$ cat src/picd_pkg.sv
package picd_pkg;

    // Field widths fixed by the beat formats
    localparam int unsigned EDGE_TIME_W = 16;
    localparam int unsigned BASE_W      = 16;
    localparam int unsigned CODE_W      = 4;
    localparam int unsigned LEVEL_W     = 12;

    // Default timer width
    localparam int unsigned DEF_TIME_WIDTH = 16;

    // Timing constants in timer ticks: the base_time reset value, then offsets above base_time
    localparam logic [BASE_W-1:0] BASE_RESET = 16'd100;
    localparam int unsigned HEADER_GAP  = 400;
    localparam int unsigned FIRST_STEP  = 75;
    localparam int unsigned NUM_STEPS   = 7;
    localparam int unsigned CODE_STEPS [NUM_STEPS] = '{150, 250, 350, 450, 550, 650, 750};

    // Code values and DAC levels
    localparam logic [CODE_W-1:0]  CODE_NONE  = 4'd0;
    localparam logic [CODE_W-1:0]  CODE_FIRST = 4'd1;
    localparam logic [CODE_W-1:0]  CODE_MAX   = 4'd8;
    localparam logic [LEVEL_W-1:0] LEVEL_FULL = 12'd4095;

    typedef struct packed {
        logic [EDGE_TIME_W-1:0] edge_time;
        logic                   is_falling;
    } t_in_beat;

    typedef struct packed {
        logic [CODE_W-1:0]  decoded_code;
        logic [LEVEL_W-1:0] dac_level;
    } t_out_beat;

    // Interval classification handed from the quantizer to the control
    typedef struct packed {
        logic              long_gap;
        logic              first_hit;
        logic [CODE_W-1:0] code;
    } t_gap_flags;

    // 512 per code step; the top code saturates at full scale
    function automatic logic [LEVEL_W-1:0] level_of(input logic [CODE_W-1:0] code);
        logic [LEVEL_W-1:0] lvl;
        if (code >= CODE_MAX) begin
            lvl = LEVEL_FULL;
        end else begin
            lvl = {code[2:0], 9'b0};
        end
        return lvl;
    endfunction

endpackage

$ cat src/picd_quantize.sv
module picd_quantize #(
    parameter int unsigned TIME_WIDTH = picd_pkg::DEF_TIME_WIDTH
) (
    input  logic [TIME_WIDTH-1:0]         i_dt,
    input  logic [picd_pkg::BASE_W-1:0]   i_base,
    output picd_pkg::t_gap_flags          o_flags
);

    // Wide enough that base plus the largest step never wraps
    localparam int unsigned CMP_W =
        ((TIME_WIDTH > picd_pkg::BASE_W) ? TIME_WIDTH : picd_pkg::BASE_W) + 1;

    logic [CMP_W-1:0] dt_ext;
    logic [CMP_W-1:0] base_ext;
    logic [picd_pkg::NUM_STEPS-1:0] reach;
    logic [picd_pkg::CODE_W-1:0] code;

    assign dt_ext   = CMP_W'(i_dt);
    assign base_ext = CMP_W'(i_base);

    // Independent compare per threshold
    always_comb begin
        for (int i = 0; i < picd_pkg::NUM_STEPS; i++) begin
            reach[i] = dt_ext >= (base_ext + CMP_W'(picd_pkg::CODE_STEPS[i]));
        end
    end

    // Highest threshold reached sets the code
    always_comb begin
        code = picd_pkg::CODE_FIRST;
        for (int i = 0; i < picd_pkg::NUM_STEPS; i++) begin
            if (reach[i]) begin
                code = picd_pkg::CODE_W'(i + 2);
            end
        end
    end

    assign o_flags.long_gap  = dt_ext >= (base_ext + CMP_W'(picd_pkg::HEADER_GAP));
    assign o_flags.first_hit = dt_ext >= (base_ext + CMP_W'(picd_pkg::FIRST_STEP));
    assign o_flags.code      = code;

endmodule

$ cat src/pulse_interval_code_decoder.sv
// Pulse-interval code decoder. Each input beat is one edge event: a timer
// count and its polarity. Every edge records its time; falling edges decode
// the interval since the previous edge (taken modulo 2^TIME_WIDTH). A gap of
// at least base_time+400 ticks marks a header, the next interval is quantized
// to a code 1..8 against thresholds base_time+75 .. base_time+750 (shorter than
// base_time+75 drops the frame), and a following long gap closes the frame and
// emits one result beat: the code and its DAC level (512 per code, 4095 for
// code 8). Throughput is one edge per clock. The input stalls only while a
// result beat waits stalled at the output and another edge is already held in
// the input register. An accepted edge is first loaded into the input register;
// then, once the held beat can advance, it runs the subtract and compare ladder
// into the decoder state and the result register, from which the result beat is
// taken. base_time resets to 100 and may be rewritten only while the block is
// idle.
module pulse_interval_code_decoder #(
    parameter int unsigned TIME_WIDTH = picd_pkg::DEF_TIME_WIDTH
) (
    input  logic                        i_clk,
    input  logic                        i_rst_n,
    // edge event channel
    input  logic                        i_in_valid,
    output logic                        o_in_stall,
    input  picd_pkg::t_in_beat          i_in_data,
    // decoded frame channel
    output logic                        o_out_valid,
    input  logic                        i_out_stall,
    output picd_pkg::t_out_beat         o_out_data,
    // base_time register
    input  logic                        i_cfg_wr_en,
    input  logic [picd_pkg::BASE_W-1:0] i_cfg_wr_data
);

    // Input register
    logic                r_in_valid;
    picd_pkg::t_in_beat  r_in;

    // Decoder state
    logic [picd_pkg::BASE_W-1:0] r_base;
    logic [TIME_WIDTH-1:0]       r_prev_time;
    logic                        r_header;
    logic [picd_pkg::CODE_W-1:0] r_pending;

    // Result register
    logic                r_out_valid;
    picd_pkg::t_out_beat r_out;

    logic                        advance;
    logic [TIME_WIDTH-1:0]       now;
    logic [TIME_WIDTH-1:0]       dt;
    picd_pkg::t_gap_flags        flags;
    logic                        n_header;
    logic [picd_pkg::CODE_W-1:0] n_pending;
    logic                        emit;

    // The held beat moves on whenever the result slot is free or draining.
    assign advance    = r_in_valid && (!r_out_valid || !i_out_stall);
    assign o_in_stall = r_in_valid && !advance;

    // Reduce the timestamp to the timer width, interval wraps naturally.
    assign now = TIME_WIDTH'(r_in.edge_time);
    assign dt  = now - r_prev_time;

    picd_quantize #(
        .TIME_WIDTH (TIME_WIDTH)
    ) u_quantize (
        .i_dt    (dt),
        .i_base  (r_base),
        .o_flags (flags)
    );

    // Frame tracking: header -> code -> closing gap.
    always_comb begin
        n_header  = r_header;
        n_pending = r_pending;
        emit      = 1'b0;
        if (r_in.is_falling) begin
            priority if (!r_header) begin
                // hunt for a header gap
                if (flags.long_gap) begin
                    n_header  = 1'b1;
                    n_pending = picd_pkg::CODE_NONE;
                end
            end else if (r_pending != picd_pkg::CODE_NONE) begin
                // closing gap: emit if long, restart the hunt either way
                emit      = flags.long_gap;
                n_header  = 1'b0;
                n_pending = picd_pkg::CODE_NONE;
            end else if (flags.first_hit) begin
                // latch the quantized code
                n_pending = flags.code;
            end else begin
                // too short to be a code: drop the frame
                n_header  = 1'b0;
                n_pending = picd_pkg::CODE_NONE;
            end
        end
    end

    // Input register: load whenever not stalled.
    always_ff @(posedge i_clk) begin
        if (!i_rst_n) begin
            r_in_valid <= 1'b0;
        end else if (!o_in_stall) begin
            r_in_valid <= i_in_valid;
        end
    end

    always_ff @(posedge i_clk) begin
        if (!o_in_stall && i_in_valid) begin
            r_in <= i_in_data;
        end
    end

    // Configuration register
    always_ff @(posedge i_clk) begin
        if (!i_rst_n) begin
            r_base <= picd_pkg::BASE_RESET;
        end else if (i_cfg_wr_en) begin
            r_base <= i_cfg_wr_data;
        end
    end

    // Decoder state: advance once per processed edge.
    always_ff @(posedge i_clk) begin
        if (!i_rst_n) begin
            r_prev_time <= '0;
            r_header    <= 1'b0;
            r_pending   <= picd_pkg::CODE_NONE;
        end else if (advance) begin
            r_prev_time <= now;
            r_header    <= n_header;
            r_pending   <= n_pending;
        end
    end

    // Result register: fill on emit, drain when taken.
    always_ff @(posedge i_clk) begin
        if (!i_rst_n) begin
            r_out_valid <= 1'b0;
        end else if (advance) begin
            r_out_valid <= emit;
        end else if (!i_out_stall) begin
            r_out_valid <= 1'b0;
        end
    end

    always_ff @(posedge i_clk) begin
        if (advance && emit) begin
            r_out.decoded_code <= r_pending;
            r_out.dac_level    <= picd_pkg::level_of(r_pending);
        end
    end

    assign o_out_valid = r_out_valid;
    assign o_out_data  = r_out;

endmodule

$ cat config.mk
export PLATFORM = sky130hd
export DESIGN_NAME = pulse_interval_code_decoder
export DESIGN_NICKNAME = d
export VERILOG_FILES = /design/src/picd_pkg.sv /design/src/picd_quantize.sv /design/src/pulse_interval_code_decoder.sv
export SDC_FILE = /design/constraint.sdc
export NUM_CORES = 1
export LEC_CHECK = 0
export ABC_AREA = 1
export BUFFER_PORTS_ARGS = -buffer_cell sky130_fd_sc_hd__buf_4
export CORE_MARGIN = 2
export CORE_UTILIZATION = 40
export CTS_BUF_LIST = sky130_fd_sc_hd__clkbuf_4 sky130_fd_sc_hd__clkbuf_8
export CTS_CLUSTER_DIAMETER = 80
export DETAILED_ROUTE_END_ITERATION = 7
export GPL_TIMING_DRIVEN = 0
export PLACE_DENSITY = 0.57
export SLEW_MARGIN = 20
export SYNTH_ARGS = -nofsm -noshare
export SYNTH_HDL_FRONTEND = slang
export SYNTH_HIERARCHICAL = 1
export SYNTH_SLANG_ARGS = --single-unit
$ cat constraint.sdc
create_clock -name i_clk -period 3.6 [get_ports i_clk]
set_input_delay 0.72 -clock i_clk [delete_from_list [all_inputs] [get_ports i_clk]]
set_output_delay 0.72 -clock i_clk [all_outputs]
set_load 0.01 [all_outputs]
==> results.toml, run 1 <==
[run_status]
status = "finished clean"

[synthesis]
synth_common_cells = "256 x nand2_1, 149 x ha_1, 141 x nor2_1, 128 x inv_1, 99 x xor2_1"
synth_top_area_share_pct = 21.6
synthMuxAreaShare_pct = 0
synth_simple_gate_area_share_pct = 29.1
synthesis.instances = 1231
yosysUniqueCellTypes = 52
synth_area_leaders = "ha_1 22%, nand2_1 11%, xor2_1 10%"
yosysTopAreaCell = "ha_1"
synth_ff_type = "dfxtp_1"
synth_area_mm2 = 0.00864
postSynthAreaPerCell_um2 = 7.02
yosysSeqAreaShare_pct = 17.7
synthAdderAreaFrac_pct = 21.8
synth_top_family_by_area = "simple AND/OR/NAND/NOR gates"
synth_seq_cells = 64
async_flop_share_pct = 0
synth_most_common_cell = "nand2_1"
synth_xor_area_share_pct = 10.4
synth-edff-count = 25
syn_nets = 1419
synth-compound-area-share_pct = 11.8
yosysWarningCount = 6

[finish]
utilization_pct = 51.2
n_fill_cell = 2115
fin_nets = 1527
finish.instance_area_mm2 = 0.0108
seqCellArea_mm2 = 0.00155
drive_gt1_share_pct = 24.7
multi_input_area_mm2 = 0.00710
area_growth_pct = 24.9
diodes = 0

[floorplan]
die_h_um = 151
start_util_pct = 41.0
std_cell_rows = 53
die_area_mm2 = 0.0228
io_pins = 56
core-area_mm2 = 0.0211
die_x_um = 151

[job]
maxCapViolCount = 0

[power]
swShare_pct = 48.0
switching_power_w = 0.00215
finalPower_w = 0.00447
seq_power_share_pct = 18.9
pwr-share-comb_pct = 67.5
vdd_ir_drop_max_v = 0.000418
power_density_mw_per_mm2 = 414
leakage_nw = 5.04
p_int_w = 0.00232
p_clk_share_pct = 13.6

[timing]
fin_skew_ns = 0.00816
tightest_slew_ns = 0.715
slew_headroom_pct = 52.3
fmaxAchievable_ghz = 0.278
min_period_over_period_pct = 100
hold-worst-slack_ns = 0.465
rsz0062_at_grt = "yes"
finalHoldViolCount = 0
min_period_ns = 3.60
setup_viol_count_final = 0
final_max_slew_viol_count = 0

[global_routing]
grt_usage_pct = 25.0
grt_pass1_vias = 8175
overflow = 0
grt_max_degree = 18
antenna_found_initial = 0
grt_pass1_wl_mm = 43.7

[critical_path]
endpoint_kind = "flop"
crit_arrival_ns = 3.84
crit_type = "flop to flop"
cp-start-kind = "flop"
crit_fanout = 4
crit_required_ns = 3.84

[detailed_routing]
first_pass_iters = 5
drt_iter0_drc = 517
vias_per_cell = 5.30
drc = 0
wl_mm = 28.5
vias = 8583
ant_nets = 0
wire_per_inst_um = 17.6

[cts]
htree_levels = 3
clkTransAtPathRegs_ns = 0.07
clk_latency_ns = 0.34
cts_tree = "built"
clock-sinks = 64
clock_tree.root_cell = "clkbuf_8"
clockBufferDepth = 2
numCtsBuffers = 9

[placed_design]
post-dp-hpwl_mm = 22.0
place_congestion = 0.981
placed_area_mm2 = 0.00942
io_buffers = 54

[worst_hold_path]
hold_class = "flop to flop"
-- state kept, by name, indices dropped and copies added (netlist names) --
register,flops
o_out_valid,1
r_in_valid,1
o_out_data,8
r_header,1
r_prev_time,16
r_base,16
r_in,1
now,16
r_pending,4
-- path summary, 6_finish.rpt --
kind / slack, ns / cells past startpoint / to / startpoint
setup / recovery: 0.0005 / 22 / r_pending[1]$_SDFFE_PN0P_ / now[0]$_DFFE_PP_
hold / removal: 0.47 / 2 / r_prev_time[13]$_SDFFE_PN0P_ / r_prev_time[13]$_SDFFE_PN0P_
setup reg to reg: 0.0005 / 22 / r_pending[1]$_SDFFE_PN0P_ / now[0]$_DFFE_PP_
hold reg to reg: 0.47 / 2 / r_prev_time[13]$_SDFFE_PN0P_ / r_prev_time[13]$_SDFFE_PN0P_
-- kinds of logic (layout without fill, tap and decap cells) --
kind of cell,Yosys count,in the layout
AO/OA/AOI/OAI,181,181
AND/OR/NAND/NOR,550,551
adder cells (fa/ha/maj),150,150
buffers and inverters,183,295
XOR/XNOR,103,103
flip-flops,64,64
-- critical path, cell delays in order (launching register included) --
cell,delay (ns)
edfxtp_1,0.34
inv_2,0.05
ha_4,0.16
fa_2,0.39
inv_2,0.08
nand3_2,0.08
nand3_4,0.11
a21oi_4,0.09
xnor2_4,0.26
buf_6,0.19
ha_1,0.29
nand2_2,0.15
nor2_1,0.07
a211oi_1,0.24
o31ai_2,0.13
nand2_1,0.09
nand4_1,0.24
nor2_2,0.21
a21oi_4,0.08
nand3_1,0.09
nand2_1,0.05
nand2_1,0.06
nor2_1,0.04
-- power by group through the flow --
stage	combinational, W	sequential (W)	clock [W]
floorplan	0.00170	0.000840	0
global placement	0.00231	0.000855	0
detailed placement	0.00236	0.000855	0
CTS	0.00259	0.000841	0.000624
global route	0.00333	0.000849	0.000649
finish	0.00302	0.000843	0.000607
-- area by class of cell --
class	instances	share of cell area, %
buffer	37	2.40
clock buffer	10	1.27
clock inverter	6	0.545
inverter	146	5.25
multi-input combinational	985	65.7
sequential	64	14.3
tap	275	3.19
timing repair buffer	96	7.30
-- per-layer routing --
layer / vias to the layer above / wire [um] / track usage [%]
li1: 4304 / - / -
met5: - / 0 / 0
met2: 281 / 12800 / 40.4
met4: 0 / 1240 / 10.1
met3: 62 / 1720 / 3.19
met1: 3936 / 12700 / 33.7
-- placed cells by master (no fill, tap or decap), types with 31 or more instances in the layout --
cell type  instances
nand3_1           44
dfxtp_1           33
inv_1            123
o21ai_0           41
nand4_1           31
xor2_1            94
nand2_1          232
a21oi_1           78
ha_1             123
buf_4             98
nor2_1           125
nand2_2           34
-- metrics by stage --
stage	setup WS [ns]	instances	TNS [ns]
after floorplan	0.108	1231	0
after global placement	-1.23	1560	-16.13
after detailed placement	-0.936	1560	-11.72
after CTS	0.0108	1595	0
after global routing	-0.145	1619	-0.474
final	0.000468	1619	0
-- timing repair --
item | CTS | global route
pin swaps | 13 | 44
gates cloned | 1 | 0
hold buffers | 0 | 0
resized for setup | 67 | 119
setup endpoints to repair | 14 | 14
buffers inserted | 18 | 24
(Power assumes the default switching activity.)
==> inputs of run 2 (changes only) <==
- REMOVE_ABC_BUFFERS: not set -> 1
==> run 2 against run 1 <==
  * First-iteration DRC count up 29%
  * Clock power increased by 19%
  * Cell area shrank 0.10%
  * Non-clock buffer count decreased by 23
  * Sequential cell count did not move
  * Critical endpoint is now r_pending[2]$_SDFFE_PN0P_
==> results.toml, run 2 (synthesized netlist as in run 1, its figures left out) <==
[finish]
drive_gt1_share_pct = 25.5
diodes = 0
seqCellArea_mm2 = 0.00157
n_fill_cell = 2080
finish.instance_area_mm2 = 0.0108
utilization_pct = 51.2
fin_nets = 1505
final_cell_mix = "232 x nand2_1, 124 x ha_1, 122 x nor2_1, 118 x inv_1, 102 x buf_4"
area_growth_pct = 24.8
mostFrequentLayoutCell = "nand2_1"
multi_input_area_mm2 = 0.00714

[placed_design]
io_buffers = 55
post-dp-hpwl_mm = 20.1
place_congestion = 0.935
placed_area_mm2 = 0.00918

[run_status]
status = "finished clean"

[cts]
clk_latency_ns = 0.35
clock-sinks = 64
cts_tree = "built"
clkTransAtPathRegs_ns = 0.08
clock_tree.root_cell = "clkbuf_8"
clockBufferDepth = 2
numCtsBuffers = 9
htree_levels = 3

[job]
maxCapViolCount = 0

[critical_path]
cp_num_buf_inv = 5
endpoint_kind = "flop"
max_stage_delay_ns = 0.37
crit_arrival_ns = 3.76
crit_type = "flop to flop"
crit_fanout = 5
cp.depth = 22
worst_path_max_delay_cell = "fa_2"
cpLargestDelayFamily = "simple AND/OR/NAND/NOR gates"
cp-start-kind = "flop"
crit_path_frequent_cell = "nand2_1"
cp_cell_sequence = "inv_2 -> ha_4 -> fa_2 -> inv_2 -> nand3_2 -> nand3_4 -> xor2_4 -> buf_12 -> ha_1 -> inv_1 -> nand2_1 -> nor2_1 -> nor3_1 -> o31ai_2 -> nand2_1 -> nand4_1 -> inv_1 -> a21oi_2 -> nand3_1 -> nand2_1 -> nand2_1 -> nor2_1"
crit_required_ns = 3.90
worstRegToRegCells = 22

[power]
finalPower_w = 0.00453
p_clk_share_pct = 15.9
vdd_ir_drop_max_v = 0.000267
pwr-share-comb_pct = 64.7
leakage_nw = 4.97
switching_power_w = 0.00211
p_int_w = 0.00242
seq_power_share_pct = 19.4
power_density_mw_per_mm2 = 420
swShare_pct = 46.6

[detailed_routing]
wire_per_inst_um = 16.8
drt_iter0_drc = 666
vias = 8463
wl_mm = 26.8
ant_nets = 0
drc = 0
first_pass_iters = 7
vias_per_cell = 5.30

[timing]
setup_viol_count_final = 0
final_max_slew_viol_count = 0
min_period_ns = 3.47
min_period_over_period_pct = 96.3
slew_headroom_pct = 56.4
fin_skew_ns = 0.0117
tightest_slew_ns = 0.654
fmaxAchievable_ghz = 0.289
finalHoldViolCount = 0

[floorplan]
die_x_um = 151
die_area_mm2 = 0.0228
core-area_mm2 = 0.0211
io_pins = 56
die_h_um = 151
start_util_pct = 41.0
std_cell_rows = 53

[global_routing]
overflow = 0
grt_usage_pct = 23.1
grt_max_degree = 38
antenna_found_initial = 0
grt_pass1_vias = 7863
grt_pass1_wl_mm = 40.6

[worst_hold_path]
hold_class = "flop to flop"
hold_depth = 2
-- run 2: cell types whose count changed in the layout (fill, tap and decap cells not counted), moves of 5 or more --
cell,previous run,this run
clkinvlp_4,1,6
buf_2,9,0
nor2_2,16,21
buf_6,10,1
dfxtp_1,33,26
inv_1,123,118
-- run 2: what timing repair did --
item,in CTS,in global routing
buffers inserted,20,34
resized for setup,65,127
pin swaps,8,45
hold buffers,0,0
cloned,1,2
setup endpoints to repair,14,14
-- run 2: per-stage QoR --
step / std cells / setup TNS, ns / hold WS, ns / setup WS [ns]
finish: 1597 / 0 / 0.462 / 0.135
global route: 1597 / -0.0125 / 0.476 / -0.00439
CTS: 1561 / 0 / 0.466 / 0.000467
detailed placement: 1524 / -9.76 / 0.450 / -0.786
global placement: 1524 / -12.17 / 0.446 / -0.958
floorplan: 1194 / 0 / 0.431 / 0.107
-- run 2: tightest hold or removal path, cell delays in order, from the launching register on --
cell and delay, ns:
dfxtp_1 0.30, inv_1 0.06, a21oi_1 0.06
-- run 2: layer usage --
layer | routed length (um) | global-route usage, % | part of all wire, %
met1 | 11900 | 30.0 | 44
met2 | 12500 | 39.2 | 46
met3 | 1380 | 2.47 | 5.2
met4 | 1040 | 9.49 | 3.9
met5 | 0 | 0 | 0
-- run 2: power groups by stage --
stage | Clock (W) | Combinational (W) | Sequential (W)
after floorplan | 0 | 0.00166 | 0.000863
final | 0.000720 | 0.00293 | 0.000877
after global placement | 0 | 0.00222 | 0.000888
after global routing | 0.000771 | 0.00324 | 0.000884
after detailed placement | 0 | 0.00226 | 0.000888
after CTS | 0.000743 | 0.00248 | 0.000875
-- run 2: final timing paths --
| path | endpoint | slack (ns) | from |
|---|---|---|---|
| worst max-delay path | r_pending[2]$_SDFFE_PN0P_ | 0.13 | now[0]$_DFFE_PP_ |
| worst min-delay path | r_prev_time[14]$_SDFFE_PN0P_ | 0.46 | r_prev_time[14]$_SDFFE_PN0P_ |
| worst max register to register | r_pending[2]$_SDFFE_PN0P_ | 0.13 | now[0]$_DFFE_PP_ |
| worst min register to register | r_prev_time[14]$_SDFFE_PN0P_ | 0.46 | r_prev_time[14]$_SDFFE_PN0P_ |
-- run 2: cell type report --
type	instances	share of cell area (%)
multi-input cells	986	66.2
clock buffers	10	1.28
well taps	275	3.19
flip-flops and latches	64	14.5
repair buffers	110	8.55
inverters	146	5.43
clock inverters	6	0.835
==> inputs of run 3 (changes only) <==
- SETUP_SLACK_MARGIN: not set -> 0.5
==> run 3 against run 2 <==
  * Critical path depth is 1 higher
  * Utilization is 1.9 points higher
  * Die area did not move
  * Clock skew decreased by 0.00075 ns
  * Highest routed layer unchanged
  * Cell area grew 3.7%
  * Clock power about the same
  * Hold slack lost 0.00087 ns
  * Power is 5.7% higher
==> results.toml, run 3 (synthesized netlist as in run 1, its figures left out) <==
[finish]
finish.instance_area_mm2 = 0.0112
mostFrequentLayoutCell = "nand2_1"
utilization_pct = 53.0
drive_gt1_share_pct = 28.8
area_growth_pct = 29.4
diodes = 0
fin_nets = 1513
final_cell_mix = "220 x nand2_1, 119 x nor2_1, 117 x inv_1, 110 x ha_1, 103 x buf_4"

[timing]
setup_tns_ns = 0
worst_slack_ns = 0.198
min_period_ns = 3.40
rsz0062_at_grt = "yes"
finalHoldViolCount = 0
fin_skew_ns = 0.0110
setup_viol_count_final = 0
slew_headroom_pct = 56.6
fmaxAchievable_ghz = 0.294
tightest_slew_ns = 0.650
final_max_slew_viol_count = 0
min_period_over_period_pct = 94.5

[cts]
postCtsHoldBufs = 0
numCtsBuffers = 9
clock_tree.root_cell = "clkbuf_8"
clkTransAtPathRegs_ns = 0.08
clk_latency_ns = 0.35
cts_tree = "built"
htree_levels = 3
clock-sinks = 64
clockBufferDepth = 2

[detailed_routing]
drt_iter0_drc = 588
ant_nets = 0
first_pass_iters = 5
vias_per_cell = 5.35
vias = 8594
wl_mm = 27.3
drc = 0
wire_per_inst_um = 17.0

[placed_design]
place_ws_ns = -0.786
placed_area_mm2 = 0.00918
post-dp-hpwl_mm = 20.1
place_congestion = 0.935
io_buffers = 55

[floorplan]
die_x_um = 151
core-area_mm2 = 0.0211
die_h_um = 151
std_cell_rows = 53
io_pins = 56
die_area_mm2 = 0.0228
start_util_pct = 41.0

[global_routing]
overflow = 0
grt_pass1_wl_mm = 42.4
grt_max_degree = 38
antenna_found_initial = 0
grt_usage_pct = 24.1
grt_pass1_vias = 8211

[power]
vdd_ir_drop_max_v = 0.000281
leakage_nw = 5.04
power_density_mw_per_mm2 = 428
finalPower_w = 0.00478

[worst_hold_path]
hold_class = "flop to flop"

[critical_path]
crit_required_ns = 3.90
crit_arrival_ns = 3.70
crit_fanout = 8
crit_type = "flop to flop"
endpoint_kind = "flop"
cp-start-kind = "flop"

[run_status]
status = "finished clean"

[job]
maxCapViolCount = 0
run 3: path summary, 6_finish.rpt:
path / start / end / slack (ns) / cells after the start
worst max-delay path: now[0]$_DFFE_PP_ / r_pending[1]$_SDFFE_PN0P_ / 0.20 / 23
worst min-delay path: r_prev_time[14]$_SDFFE_PN0P_ / r_prev_time[14]$_SDFFE_PN0P_ / 0.46 / 2
worst max register to register: now[0]$_DFFE_PP_ / r_pending[1]$_SDFFE_PN0P_ / 0.20 / 23
worst min register to register: r_prev_time[14]$_SDFFE_PN0P_ / r_prev_time[14]$_SDFFE_PN0P_ / 0.46 / 2
run 3: repair_timing:
| item | in CTS | in global routing |
|---|---|---|
| cloned | 2 | 0 |
| setup endpoints to repair | 14 | 14 |
| buffers inserted | 54 | 9 |
| pin swaps | 69 | 48 |
| gates resized for setup | 189 | 58 |
run 3: worst max-delay path, cell delays in order (launching register included):
cell and delay, ns:
edfxtp_1 0.34, inv_2 0.05, ha_4 0.15, fa_2 0.36, inv_2 0.07, nand3_2 0.08
nand3_4 0.13, buf_12 0.11, xor2_4 0.16, buf_12 0.16, buf_6 0.11, ha_4 0.20
a21o_1 0.16, o21a_1 0.20, o21bai_4 0.13, a21oi_2 0.06, o21ai_1 0.15, a22oi_2 0.11
buf_4 0.16, nor2_4 0.18, nor2_8 0.07, nand2_1 0.07, nand2_1 0.04, nor2_1 0.09
run 3: routing by layer:
metal | up-vias | wire length (um) | global-route usage, %
li1 | 4282 | - | -
met1 | 3964 | 11900 | 31.0
met2 | 282 | 12600 | 40.7
met3 | 66 | 1510 | 2.68
met4 | 0 | 1260 | 10.7
met5 | - | 0 | 0
run 3: where the power goes:
group,internal [W],switching (W)
clock network,0.000411,0.000311
logic,0.00134,0.00184
registers,0.000801,0.0000747
run 3: stage by stage:
step	std cells	hold WS, ns
floorplan	1194	0.431
global placement	1524	0.446
detailed placement	1524	0.450
CTS	1596	0.466
global route	1605	0.477
finish	1605	0.461
run 3: cell type report:
cell class / instances / area, um2
clock buffer: 10 / 138
clock inverter: 6 / 90.1
fill: 2012 / 9900
inverter: 146 / 584
multi-input combinational: 986 / 7430
sequential: 64 / 1570
tap: 275 / 344
timing repair buffer: 118 / 1030
